===== src/design/rmq_pkg.sv =====
`default_nettype none
// ----------------------------------------------------------------------------
// rmq_pkg
// Shared constants, types and codes for the matrix to quaternion pipeline.
// ----------------------------------------------------------------------------
package rmq_pkg;

  localparam int FRAC_BITS = 14;
  localparam int SHIFT     = FRAC_BITS - 2;
  localparam int M_W       = 16;                 // matrix entry / component width
  localparam int D_W       = M_W + 1;            // entry sum or difference
  localparam int T_W       = M_W + 2;            // trace
  localparam int R_W       = M_W + 1;            // clamped radicand
  localparam int N_W       = R_W + SHIFT;        // sqrt operand
  localparam int SQ_STEPS  = (N_W + 1) / 2;      // result bits of the root
  localparam int SQ_W      = 2 * SQ_STEPS + 1;
  localparam int ROOT_W    = SQ_STEPS;
  localparam int STEPS_PER = 3;                  // iterations per pipe stage
  localparam int SQ_STG    = (SQ_STEPS + STEPS_PER - 1) / STEPS_PER;
  localparam int Q_BITS    = M_W - 1;            // quotient bits below saturation
  localparam int DEN_W     = ROOT_W + 1;
  localparam int NUM_W     = D_W + SHIFT + 2;
  localparam int DV_STG    = 1 + (Q_BITS + STEPS_PER - 1) / STEPS_PER;

  typedef enum logic [1:0] {
    PC_TRACE = 2'd0,
    PC_X     = 2'd1,
    PC_Y     = 2'd2,
    PC_Z     = 2'd3
  } pivot_t;

  // Sideband that travels alongside the root calculation
  typedef struct packed {
    logic signed [D_W-1:0] d0;
    logic signed [D_W-1:0] d1;
    logic signed [D_W-1:0] d2;
    pivot_t                pc;
  } side_t;

  // Divider results for the three off-pivot components
  typedef struct packed {
    logic [2:0][Q_BITS-1:0] q;
    logic [2:0]             ovf;
    logic [2:0]             neg;
    logic [ROOT_W-1:0]      root;
    pivot_t                 pc;
  } dv_res_t;

endpackage

`default_nettype wire


===== src/design/rmq_select.sv =====
`default_nettype none
// ----------------------------------------------------------------------------
// rmq_select
// Branch selection, radicand and entry sums, one register stage.
// ----------------------------------------------------------------------------
module rmq_select (
  input  wire logic                               clk,
  input  wire logic                               rst,
  input  wire logic                               in_valid,
  output logic                                    in_ready,
  input  wire logic [9*rmq_pkg::M_W-1:0]          in_mat,
  output logic                                    out_valid,
  input  wire logic                               out_ready,
  output logic [rmq_pkg::N_W-1:0]                 out_n,
  output rmq_pkg::side_t                          out_side
);

  logic signed [rmq_pkg::D_W-1:0] e [9];
  logic signed [rmq_pkg::T_W-1:0] trace;
  logic signed [rmq_pkg::T_W:0]   rad;
  logic [rmq_pkg::N_W-1:0]        n_next;
  rmq_pkg::side_t                 side_next;
  logic                           en;

  always_comb begin
    for (int i = 0; i < 9; i++) begin
      e[i] = rmq_pkg::D_W'($signed(in_mat[i*rmq_pkg::M_W +: rmq_pkg::M_W]));
    end
    trace = rmq_pkg::T_W'(e[0]) + rmq_pkg::T_W'(e[4]) + rmq_pkg::T_W'(e[8]);
    if (trace > 0) begin
      side_next.pc = rmq_pkg::PC_TRACE;
      rad          = (rmq_pkg::T_W+1)'(trace);
      side_next.d0 = e[7] - e[5];
      side_next.d1 = e[2] - e[6];
      side_next.d2 = e[3] - e[1];
    end else if (e[0] > e[4] && e[0] > e[8]) begin
      side_next.pc = rmq_pkg::PC_X;
      rad = (rmq_pkg::T_W+1)'(e[0]) - (rmq_pkg::T_W+1)'(e[4]) - (rmq_pkg::T_W+1)'(e[8]);
      side_next.d0 = e[3] + e[1];
      side_next.d1 = e[2] + e[6];
      side_next.d2 = e[7] - e[5];
    end else if (e[4] > e[8]) begin
      side_next.pc = rmq_pkg::PC_Y;
      rad = (rmq_pkg::T_W+1)'(e[4]) - (rmq_pkg::T_W+1)'(e[0]) - (rmq_pkg::T_W+1)'(e[8]);
      side_next.d0 = e[3] + e[1];
      side_next.d1 = e[7] + e[5];
      side_next.d2 = e[2] - e[6];
    end else begin
      side_next.pc = rmq_pkg::PC_Z;
      rad = (rmq_pkg::T_W+1)'(e[8]) - (rmq_pkg::T_W+1)'(e[0]) - (rmq_pkg::T_W+1)'(e[4]);
      side_next.d0 = e[2] + e[6];
      side_next.d1 = e[7] + e[5];
      side_next.d2 = e[3] - e[1];
    end
    rad = rad + (rmq_pkg::T_W+1)'(1 << rmq_pkg::FRAC_BITS);
    // negative radicand clamps to zero
    if (rad < 0) begin
      n_next = '0;
    end else begin
      n_next = {rad[rmq_pkg::R_W-1:0], {rmq_pkg::SHIFT{1'b0}}};
    end
  end

  assign en       = !out_valid || out_ready;
  assign in_ready = en;

  always_ff @(posedge clk) begin
    if (rst) begin
      out_valid <= 1'b0;
    end else if (en) begin
      out_valid <= in_valid;
    end
  end

  always_ff @(posedge clk) begin
    if (en) begin
      out_n    <= n_next;
      out_side <= side_next;
    end
  end

endmodule

`default_nettype wire


===== src/design/rmq_sqrt.sv =====
`default_nettype none
// ----------------------------------------------------------------------------
// rmq_sqrt
// Pipelined digit-by-digit integer square root, a few iterations per stage.
// ----------------------------------------------------------------------------
module rmq_sqrt (
  input  wire logic                         clk,
  input  wire logic                         rst,
  input  wire logic                         in_valid,
  output logic                              in_ready,
  input  wire logic [rmq_pkg::N_W-1:0]      in_n,
  input  wire rmq_pkg::side_t               in_side,
  output logic                              out_valid,
  input  wire logic                         out_ready,
  output logic [rmq_pkg::ROOT_W-1:0]        out_root,
  output rmq_pkg::side_t                    out_side
);

  typedef struct packed {
    logic [rmq_pkg::SQ_W-1:0] num;
    logic [rmq_pkg::SQ_W-1:0] res;
    rmq_pkg::side_t           side;
  } sq_t;

  sq_t  stg  [rmq_pkg::SQ_STG];
  sq_t  nxt  [rmq_pkg::SQ_STG];
  logic v    [rmq_pkg::SQ_STG];
  logic src_v[rmq_pkg::SQ_STG];
  logic en   [rmq_pkg::SQ_STG];

  always_comb begin
    sq_t                      t;
    logic [rmq_pkg::SQ_W-1:0] bitv;
    int                       k;
    for (int i = 0; i < rmq_pkg::SQ_STG; i++) begin
      if (i == 0) begin
        t.num  = rmq_pkg::SQ_W'(in_n);
        t.res  = '0;
        t.side = in_side;
      end else begin
        t = stg[i-1];
      end
      for (int j = 0; j < rmq_pkg::STEPS_PER; j++) begin
        k = i * rmq_pkg::STEPS_PER + j;
        if (k < rmq_pkg::SQ_STEPS) begin
          bitv = rmq_pkg::SQ_W'(1) << (2 * (rmq_pkg::SQ_STEPS - 1 - k));
          if (t.num >= t.res + bitv) begin
            t.num = t.num - (t.res + bitv);
            t.res = (t.res >> 1) + bitv;
          end else begin
            t.res = t.res >> 1;
          end
        end
      end
      nxt[i] = t;
    end
  end

  always_comb begin
    for (int i = rmq_pkg::SQ_STG - 1; i >= 0; i--) begin
      if (i == rmq_pkg::SQ_STG - 1) begin
        en[i] = !v[i] || out_ready;
      end else begin
        en[i] = !v[i] || en[i+1];
      end
    end
    for (int i = 0; i < rmq_pkg::SQ_STG; i++) begin
      if (i == 0) begin
        src_v[i] = in_valid;
      end else begin
        src_v[i] = v[i-1];
      end
    end
  end

  always_ff @(posedge clk) begin
    for (int i = 0; i < rmq_pkg::SQ_STG; i++) begin
      if (rst) begin
        v[i] <= 1'b0;
      end else if (en[i]) begin
        v[i] <= src_v[i];
      end
    end
  end

  always_ff @(posedge clk) begin
    for (int i = 0; i < rmq_pkg::SQ_STG; i++) begin
      if (en[i]) begin
        stg[i] <= nxt[i];
      end
    end
  end

  assign in_ready  = en[0];
  assign out_valid = v[rmq_pkg::SQ_STG-1];
  assign out_root  = stg[rmq_pkg::SQ_STG-1].res[rmq_pkg::ROOT_W-1:0];
  assign out_side  = stg[rmq_pkg::SQ_STG-1].side;

endmodule

`default_nettype wire


===== src/design/rmq_div.sv =====
`default_nettype none
// ----------------------------------------------------------------------------
// rmq_div
// Three-lane pipelined restoring divider for the rounded scaled quotients.
// ----------------------------------------------------------------------------
module rmq_div (
  input  wire logic                         clk,
  input  wire logic                         rst,
  input  wire logic                         in_valid,
  output logic                              in_ready,
  input  wire logic [rmq_pkg::ROOT_W-1:0]   in_root,
  input  wire rmq_pkg::side_t               in_side,
  output logic                              out_valid,
  input  wire logic                         out_ready,
  output rmq_pkg::dv_res_t                  out_res
);

  typedef struct packed {
    logic [2:0][rmq_pkg::Q_BITS-1:0] low;
    logic [2:0][rmq_pkg::DEN_W-1:0]  rem;
    logic [2:0][rmq_pkg::Q_BITS-1:0] q;
    logic [2:0]                      ovf;
    logic [2:0]                      neg;
    logic [rmq_pkg::DEN_W-1:0]       den;
    logic [rmq_pkg::ROOT_W-1:0]      root;
    rmq_pkg::pivot_t                 pc;
  } dv_t;

  dv_t  stg  [rmq_pkg::DV_STG];
  dv_t  nxt  [rmq_pkg::DV_STG];
  logic v    [rmq_pkg::DV_STG];
  logic src_v[rmq_pkg::DV_STG];
  logic en   [rmq_pkg::DV_STG];

  always_comb begin
    dv_t                             t;
    logic signed [rmq_pkg::D_W-1:0]  d [3];
    logic signed [rmq_pkg::D_W:0]    dm;
    logic [rmq_pkg::D_W-1:0]         mag;
    logic [rmq_pkg::NUM_W-1:0]       num;
    logic [rmq_pkg::DEN_W:0]         tr;
    int                              k;
    d[0] = in_side.d0;
    d[1] = in_side.d1;
    d[2] = in_side.d2;
    // prep: numerator 2*|d|*2^SHIFT + p over 2p, saturation test up front
    t = '0;
    t.den  = {in_root, 1'b0};
    t.root = in_root;
    t.pc   = in_side.pc;
    for (int l = 0; l < 3; l++) begin
      t.neg[l] = d[l][rmq_pkg::D_W-1];
      dm       = t.neg[l] ? -(rmq_pkg::D_W+1)'(d[l]) : (rmq_pkg::D_W+1)'(d[l]);
      mag      = dm[rmq_pkg::D_W-1:0];
      num      = {mag, {rmq_pkg::SHIFT{1'b0}}, 1'b0} + rmq_pkg::NUM_W'(in_root);
      t.ovf[l] = num[rmq_pkg::NUM_W-1:rmq_pkg::Q_BITS] >= t.den;
      t.rem[l] = num[rmq_pkg::NUM_W-1:rmq_pkg::Q_BITS];
      t.low[l] = num[rmq_pkg::Q_BITS-1:0];
    end
    nxt[0] = t;
    for (int i = 1; i < rmq_pkg::DV_STG; i++) begin
      t = stg[i-1];
      for (int j = 0; j < rmq_pkg::STEPS_PER; j++) begin
        k = (i - 1) * rmq_pkg::STEPS_PER + j;
        if (k < rmq_pkg::Q_BITS) begin
          for (int l = 0; l < 3; l++) begin
            tr       = {t.rem[l], t.low[l][rmq_pkg::Q_BITS-1]};
            t.low[l] = t.low[l] << 1;
            if (tr >= (rmq_pkg::DEN_W+1)'(t.den)) begin
              tr       = tr - (rmq_pkg::DEN_W+1)'(t.den);
              t.q[l]   = {t.q[l][rmq_pkg::Q_BITS-2:0], 1'b1};
            end else begin
              t.q[l]   = {t.q[l][rmq_pkg::Q_BITS-2:0], 1'b0};
            end
            t.rem[l] = tr[rmq_pkg::DEN_W-1:0];
          end
        end
      end
      nxt[i] = t;
    end
  end

  always_comb begin
    for (int i = rmq_pkg::DV_STG - 1; i >= 0; i--) begin
      if (i == rmq_pkg::DV_STG - 1) begin
        en[i] = !v[i] || out_ready;
      end else begin
        en[i] = !v[i] || en[i+1];
      end
    end
    for (int i = 0; i < rmq_pkg::DV_STG; i++) begin
      if (i == 0) begin
        src_v[i] = in_valid;
      end else begin
        src_v[i] = v[i-1];
      end
    end
  end

  always_ff @(posedge clk) begin
    for (int i = 0; i < rmq_pkg::DV_STG; i++) begin
      if (rst) begin
        v[i] <= 1'b0;
      end else if (en[i]) begin
        v[i] <= src_v[i];
      end
    end
  end

  always_ff @(posedge clk) begin
    for (int i = 0; i < rmq_pkg::DV_STG; i++) begin
      if (en[i]) begin
        stg[i] <= nxt[i];
      end
    end
  end

  assign in_ready     = en[0];
  assign out_valid    = v[rmq_pkg::DV_STG-1];
  assign out_res.q    = stg[rmq_pkg::DV_STG-1].q;
  assign out_res.ovf  = stg[rmq_pkg::DV_STG-1].ovf;
  assign out_res.neg  = stg[rmq_pkg::DV_STG-1].neg;
  assign out_res.root = stg[rmq_pkg::DV_STG-1].root;
  assign out_res.pc   = stg[rmq_pkg::DV_STG-1].pc;

endmodule

`default_nettype wire


===== src/design/rotation_matrix_to_quaternion.sv =====
`default_nettype none
// ----------------------------------------------------------------------------
// rotation_matrix_to_quaternion
// Shepperd's method matrix to unit quaternion, Q2.14, fully pipelined.
// ----------------------------------------------------------------------------
// Pipeline: 1 select, 5 square root, 6 divide and 1 output stage between
//   the input transaction and the result on m_tvalid.
// Throughput: one matrix per cycle; each stage holds its own valid bit and
//   stalls only when the stage after it is full, so bubbles close up.
// Reset: synchronous rst clears every valid bit; data registers keep junk.
// ----------------------------------------------------------------------------
module rotation_matrix_to_quaternion (
  input  wire logic         clk,
  input  wire logic         rst,
  input  wire logic         s_tvalid,
  output logic              s_tready,
  // m00, m01, m02, m10, m11, m12, m20, m21, m22 (16 bits each, low first)
  input  wire logic [143:0] s_tdata,
  output logic              m_tvalid,
  input  wire logic         m_tready,
  // quat_w, quat_x, quat_y, quat_z (16 bits each, low first)
  output logic [63:0]       m_tdata,
  // pivot_case [1:0], degenerate [2]
  output logic [2:0]        m_tuser
);

  logic                          sel_valid, sel_ready;
  logic [rmq_pkg::N_W-1:0]       sel_n;
  rmq_pkg::side_t                sel_side;
  logic                          sq_valid, sq_ready;
  logic [rmq_pkg::ROOT_W-1:0]    sq_root;
  rmq_pkg::side_t                sq_side;
  logic                          dv_valid, dv_ready;
  rmq_pkg::dv_res_t              dv_res;
  logic                          en_out;
  logic [rmq_pkg::M_W-1:0]       comp [3];
  logic [rmq_pkg::M_W-1:0]       piv;
  logic [4*rmq_pkg::M_W-1:0]     data_next;
  logic                          degen;

  // stage 1: branch choice, radicand, entry sums
  rmq_select u_select (
    .clk       (clk),
    .rst       (rst),
    .in_valid  (s_tvalid),
    .in_ready  (s_tready),
    .in_mat    (s_tdata),
    .out_valid (sel_valid),
    .out_ready (sel_ready),
    .out_n     (sel_n),
    .out_side  (sel_side)
  );

  // pivot = floor(sqrt(r * 2^(FRAC_BITS-2)))
  rmq_sqrt u_sqrt (
    .clk       (clk),
    .rst       (rst),
    .in_valid  (sel_valid),
    .in_ready  (sel_ready),
    .in_n      (sel_n),
    .in_side   (sel_side),
    .out_valid (sq_valid),
    .out_ready (sq_ready),
    .out_root  (sq_root),
    .out_side  (sq_side)
  );

  // three off-pivot components, rounded half away from zero
  rmq_div u_div (
    .clk       (clk),
    .rst       (rst),
    .in_valid  (sq_valid),
    .in_ready  (sq_ready),
    .in_root   (sq_root),
    .in_side   (sq_side),
    .out_valid (dv_valid),
    .out_ready (dv_ready),
    .out_res   (dv_res)
  );

  // sign and saturation, then place components by branch
  always_comb begin
    for (int l = 0; l < 3; l++) begin
      if (dv_res.ovf[l]) begin
        comp[l] = dv_res.neg[l] ? {1'b1, {(rmq_pkg::M_W-1){1'b0}}}
                                : {1'b0, {(rmq_pkg::M_W-1){1'b1}}};
      end else if (dv_res.neg[l]) begin
        comp[l] = -{1'b0, dv_res.q[l]};
      end else begin
        comp[l] = {1'b0, dv_res.q[l]};
      end
    end
    piv   = rmq_pkg::M_W'(dv_res.root);
    degen = (dv_res.root == '0);
    case (dv_res.pc)
      rmq_pkg::PC_TRACE: data_next = {comp[2], comp[1], comp[0], piv};
      rmq_pkg::PC_X:     data_next = {comp[1], comp[0], piv, comp[2]};
      rmq_pkg::PC_Y:     data_next = {comp[1], piv, comp[0], comp[2]};
      rmq_pkg::PC_Z:     data_next = {piv, comp[1], comp[0], comp[2]};
      default:           data_next = '0;
    endcase
    // zero pivot: every component reads zero
    if (degen) begin
      data_next = '0;
    end
  end

  // output register: takes a new result when empty or when the held one leaves
  assign en_out   = !m_tvalid || m_tready;
  assign dv_ready = en_out;

  always_ff @(posedge clk) begin
    if (rst) begin
      m_tvalid <= 1'b0;
    end else if (en_out) begin
      m_tvalid <= dv_valid;
    end
  end

  always_ff @(posedge clk) begin
    if (en_out) begin
      m_tdata <= data_next;
      m_tuser <= {degen, dv_res.pc};
    end
  end

endmodule

`default_nettype wire


===== config.mk =====
export PLATFORM = sky130hd
export DESIGN_NAME = rotation_matrix_to_quaternion
export DESIGN_NICKNAME = d
export VERILOG_FILES = /design/src/design/rmq_pkg.sv /design/src/design/rmq_select.sv /design/src/design/rmq_sqrt.sv /design/src/design/rmq_div.sv /design/src/design/rotation_matrix_to_quaternion.sv
export SDC_FILE = /design/constraint.sdc
export NUM_CORES = 2
export LEC_CHECK = 0
export ABC_AREA = 1
export BUFFER_PORTS_ARGS = -buffer_cell sky130_fd_sc_hd__buf_2
export CAP_MARGIN = 0
export CORE_MARGIN = 10
export CORE_UTILIZATION = 50
export CTS_CLUSTER_DIAMETER = 40
export DETAILED_ROUTE_END_ITERATION = 10
export PLACE_DENSITY = 0.73
export SYNTH_ARGS = -nofsm -noshare
export SYNTH_HDL_FRONTEND = slang
export SYNTH_SLANG_ARGS = --single-unit

===== constraint.sdc =====
create_clock -name clk -period 55.8 [get_ports clk]
set_input_delay 16.74 -clock clk [delete_from_list [all_inputs] [get_ports clk]]
set_output_delay 16.74 -clock clk [all_outputs]
set_load 0.05 [all_outputs]

### Yosys cells after proc, flatten, opt, wreduce, memory -nomap -nowiden

Memories as Yosys holds them, arrays and structs flattened.
Cells that the tools add are included.
W data, S select, Z words.

| operators by class | value |
|---|---|
| reductions and logical operators | 30 |
| bitwise logic cells | 11 |
| muxes and demuxes | 196 |
| equality and inequality tests | 3 |
| $lt $le $gt $ge | 68 |
| $add $sub $neg | 112 |

Operator list:

| cell | number |
|---|---|
| $mux W31 | 29 |
| $mux W16 | 54 |
| $ge A17 B16 Y1 | 45 |
| $sub A16 B16 Y16 | 45 |
| $ge A31 B31 Y1 | 14 |
| $sub A31 B31 Y31 | 14 |
| $pmux W64 S4 | 1 |
| $mux W53 | 3 |
| $mux W1 | 102 |
| $sub A16 B16 Y17 | 6 |
| $add A30 B15 Y31 | 3 |
| $add A16 B16 Y17 | 4 |
| $mux W19 | 3 |
| $sub A17 B16 Y18 | 3 |
| $mux W17 | 3 |
| $neg A17 Y17 | 3 |
| $ge A16 B16 Y1 | 3 |
| $gt A16 B16 Y1 | 3 |
| $neg A15 Y16 | 3 |
| $add A30 B1 Y31 const B | 1 |
| $add A30 B11 Y31 const B | 1 |
| $add A30 B13 Y31 const B | 1 |
| $add A30 B15 Y31 const B | 1 |
| $add A30 B17 Y31 const B | 1 |
| other kinds (39) | 74 |

| storage, ports and cells | value |
|---|---|
| RAM bits | 1648 |
| memories kept | 4 |
| logic and storage cells | 435 |
| bits in registers | 151 |

Memories:

| memory | depth | width | rd ports | clocked after Yosys merged registers in | write ports | line | source |
|---|---|---|---|---|---|---|---|
| u_div.stg | 6 | 177 | 6 | 0 | 6 | rmq_div.sv:29 | `dv_t stg [rmq_pkg::DV_STG];` |
| u_sqrt.stg | 5 | 115 | 5 | 0 | 5 | rmq_sqrt.sv:25 | `sq_t stg [rmq_pkg::SQ_STG];` |
| u_div.v | 6 | 1 | 6 | 0 | 6 | rmq_div.sv:31 | `logic v [rmq_pkg::DV_STG];` |
| u_sqrt.v | 5 | 1 | 5 | 0 | 5 | rmq_sqrt.sv:27 | `logic v [rmq_pkg::SQ_STG];` |

### Logic depth before layout (Yosys ltp)

| logic depth | value |
|---|---|
| depth after elaboration | 17 |
| mapped depth | 53 |

### Hierarchy

From an unflattened synthesis, not the netlist that was laid out.

| unflattened totals | value |
|---|---|
| cell total of the unflattened synthesis | 14041 |
| area, all modules | 105053.3 um2 |

By module, submodules not included:

| module | times used | cells an instance | area an instance (um2) |
|---|---|---|---|
| rmq_div | 1 | 8191 | 58392.3 |
| rmq_sqrt | 1 | 2913 | 26111.3 |
| rmq_select | 1 | 2241 | 15646.3 |
| rotation_matrix_to_quaternion | 1 | 696 | 4903.5 |

### Worst setup path before layout

No wires, ideal clock.

| timing | value |
|---|---|
| kind | input-to-output |
| start | input port m_tready |
| end | output port s_tready |
| slack | 4.093 ns |
| path buffers | 0 |
| cell stages on the path | 18 |
| data arrival time | 34.967 ns |
| cell sequence | nor2_1 -> inv_1 -> nor2_1 -> nand2_1 -> inv_1 -> nand2_1 -> nor2_1 -> inv_1 -> nor2_1 -> nand2_1 -> inv_1 -> nand2_1 -> nor2_2 -> inv_1 -> nor2_1 -> nand3_1 -> inv_1 -> nand2_1 |

RTL lines:

| what | line | source |
|---|---|---|
| start, declared | rotation_matrix_to_quaternion.sv:20 | `input wire logic m_tready,` |
| end, declared | rotation_matrix_to_quaternion.sv:16 | `output logic s_tready,` |

==> impl_results.md <==
* Critical Path RT at 39.06 ns
* Outcome: completed
* RSZ-0062 raised after global routing: no
* Gr usage total at 24.5%
* Post-route insts no fill at 14.2k
* DIE AREA at 202000 um2
* Final setup vio count at 0
* Register area share after synthesis at 34.0%
* Via count at 79.4k
* Library cells used by synthesis at 77
* Post-CTS Setup Repair Bufs at 0
* Fill cell count at 16.8k
* CP Capture Type: output pin
* Number of port buffers at 216
* Post-cts gate resize count at 0
* Crit Path Max Fanout at 70
* GPL Wtd Cong at 0.973
* Slowest cell on crit path: nor2_1
* Max Slew Vio Count at 0
* Antenna violations before repair at 14
* Async set or reset register ratio after synthesis at 0%
* Number of synthesized flops with an enable pin at 1046
* First-pass GRT wire length at 405000 um
* H-tree depth at 4
* Hold path depth at 0
* Maxcap violations at 0
* Fin nets at 13.0k
* Worst slew pin tran at 1.11 ns
* Most area-consuming cells after synthesis: edfxtp_1 (34%), ha_1 (15%), nand2_1 (11%), inv_1 (5.2%), a21oi_1 (5.1%)
* FF-to-FF setup slack at 45.53 ns
* CTS tree: done
* Yosys reg bits at 1048
* CP Cell Sequence: buf_2, nor2_1, inv_2, buf_4, nor2_1, nand2_4, inv_1, nand2_4, nor2_1, clkinv_2, nor2_1, nand2_4, inv_1, nand2_2, buf_4, nor2_2, clkinv_2, nor2_1, nand3_4, inv_1, nand2_4, buf_2
* Syn Std Cell Area at 92400 um2
* Hold-fix buffers, CTS at 0
* Core area at 183000 um2
* Cell count after synthesis at 11.4k
* Post-Route WL at 259000 um
* Primary FF master, synth: edfxtp_1
* Core Util, Final at 55.1%
* Num rows at 157
* Worst reg2reg path depth at 46
* Via density at 5.58
* Most frequent cells in the layout: nand2_1 (2663), inv_1 (1283), ha_1 (1094), edfxtp_1 (1046), a21oi_1 (949)
* Clock root cell: clkbuf_16
* DP Wirelength at 207000 um
* CP Launch Type: primary input
* Boundary pin count at 217
* Hold Fails Final Rpt at 0
* Crit-path most repeated cell: nor2_1
* 1st-iter DRT viols at 5849
* Largest stage delay, worst path at 0.50 ns
* Max Clock Skew at 0.0609 ns
* Syn. warnings at 0
* Router iterations before antenna repair at 9
* Setup ws final at 16.76 ns
* Die Wd at 450 um
* Share of the synthesized area in the top cell type at 34.0%
* Critical path class: in -> out
* Clock latency on the worst-skew pair at 0.80 ns
* Fmax at 25.6 MHz
* Final TNS setup at 0 ns
* Largest net degree at the start of global routing at 80
* Slew HR at 26.1%
* Die Height at 450 um
* Number of global-route vias before repair at 77.2k
* GR Overflow Total at 0
* Period utilization at 70.0%
* Antenna-violating nets left at 0
* Remaining routing DRC violations at 0
* HP Class: reg -> reg
* Max Root-Sink Buffers at 3
* Placed insts at 13.9k
* Clock transition at path regs at 0.06 ns
* Avg WL per Cell at 18.2 um
* Most common cell after layout, fill and taps aside: nand2_1
* CTS Buf Count at 146
* Syn avg cell area at 8.10 um2
* Share of layout cells above drive strength 1 at 6.17%
* Initial cell density of the core at 50.4%
* CP Data Arrival Time at 22.30 ns
* Layout area overhead at 9.44%
* Area leader, netlist: edfxtp_1
* Setup Slack @ Placement at 16.70 ns
* Fin crit period at 39.04 ns
* Clock sink total at 1048
-- metrics by stage --
stage / area [um2] / hold WS (ns)
after global routing: 101000 / 0.393
after detailed placement: 96200 / 0.405
final: 101000 / 0.381
after CTS: 101000 / 0.382
after global placement: 96200 / 0.401
after floorplan: 92400 / 0.400
-- cells in the mapped netlist, types with 16 or more instances --
cell type / number
xor2_1: 488
clkbuf_1: 134
xnor2_1: 335
a21oi_1: 949
nor3_1: 149
o21ai_1: 75
a21o_1: 41
fa_1: 119
edfxtp_1: 1046
a21boi_0: 48
nand3_1: 587
o221ai_1: 16
nand2_2: 33
nand4_1: 138
o21a_1: 28
nor4_1: 39
nand3b_1: 34
nand2_1: 2670
o211ai_1: 30
buf_2: 53
or2_2: 55
nand3_2: 22
nor2_1: 717
o22ai_1: 20
a31oi_1: 56
o21ai_0: 825
inv_1: 1289
a221oi_1: 17
a211oi_1: 20
ha_1: 1094
o31ai_1: 21
o21bai_1: 51
-- sequential cells by signal, summed over array words and instances, names as in the netlist, 3 cells and up --
signal / flops
m_tdata: 64
u_select.out_n: 17
u_div.stg: 507
m_tuser: 3
u_sqrt.v: 5
u_sqrt.stg: 391
u_div.v: 6
u_select.out_side: 53
-- path summary, 6_finish.rpt --
kind / startpoint / end
worst max register to register: u_div.stg[0][163] / u_div.stg[1][131]
worst min register to register: u_sqrt.stg[0][255] / u_sqrt.stg[0][370]
worst max-delay path: m_tready / s_tready
worst min-delay path: u_sqrt.stg[0][255] / u_sqrt.stg[0][370]
-- kinds of logic after synthesis --
kind of cell	synth area share [%]
flip-flops	34.0
multiplexers	0.0244
XOR/XNOR	7.80
other	0.00406
AO/OA/AOI/OAI	13.7
AND/OR/NAND/NOR	20.7
buffers and inverters	6.34
adder cells (fa/ha/maj)	17.4
-- layout make-up --
| cell class | count | area [um2] | area share [%] |
|---|---|---|---|
| antenna | 6 | 15.0 | 0.0148 |
| clock buffer | 159 | 3720 | 3.68 |
| clock inverter | 108 | 1220 | 1.21 |
| inverter | 1305 | 4900 | 4.85 |
| multi-input combinational | 8846 | 55200 | 54.6 |
| sequential | 1048 | 31500 | 31.1 |
| tap | 2464 | 3080 | 3.05 |
| timing repair buffer | 279 | 1550 | 1.54 |
-- worst max-delay path, delay by kind of cell --
kind          cells  cell delay (ns)
simple gates     12             3.19
buf+inv          10             2.27
-- metal layers --
metal,vias to the layer above,track usage [%],wire [um]
met3,623,3.36,14900
met2,2537,42.1,123000
met1,36800,30.3,109000
met4,10,11.2,12300
li1,39400,-,-
met5,-,0,69
Power is left out: the tool's default activity adds up to more than one toggle a clock period on the data nets, which glitch-free logic cannot reach.
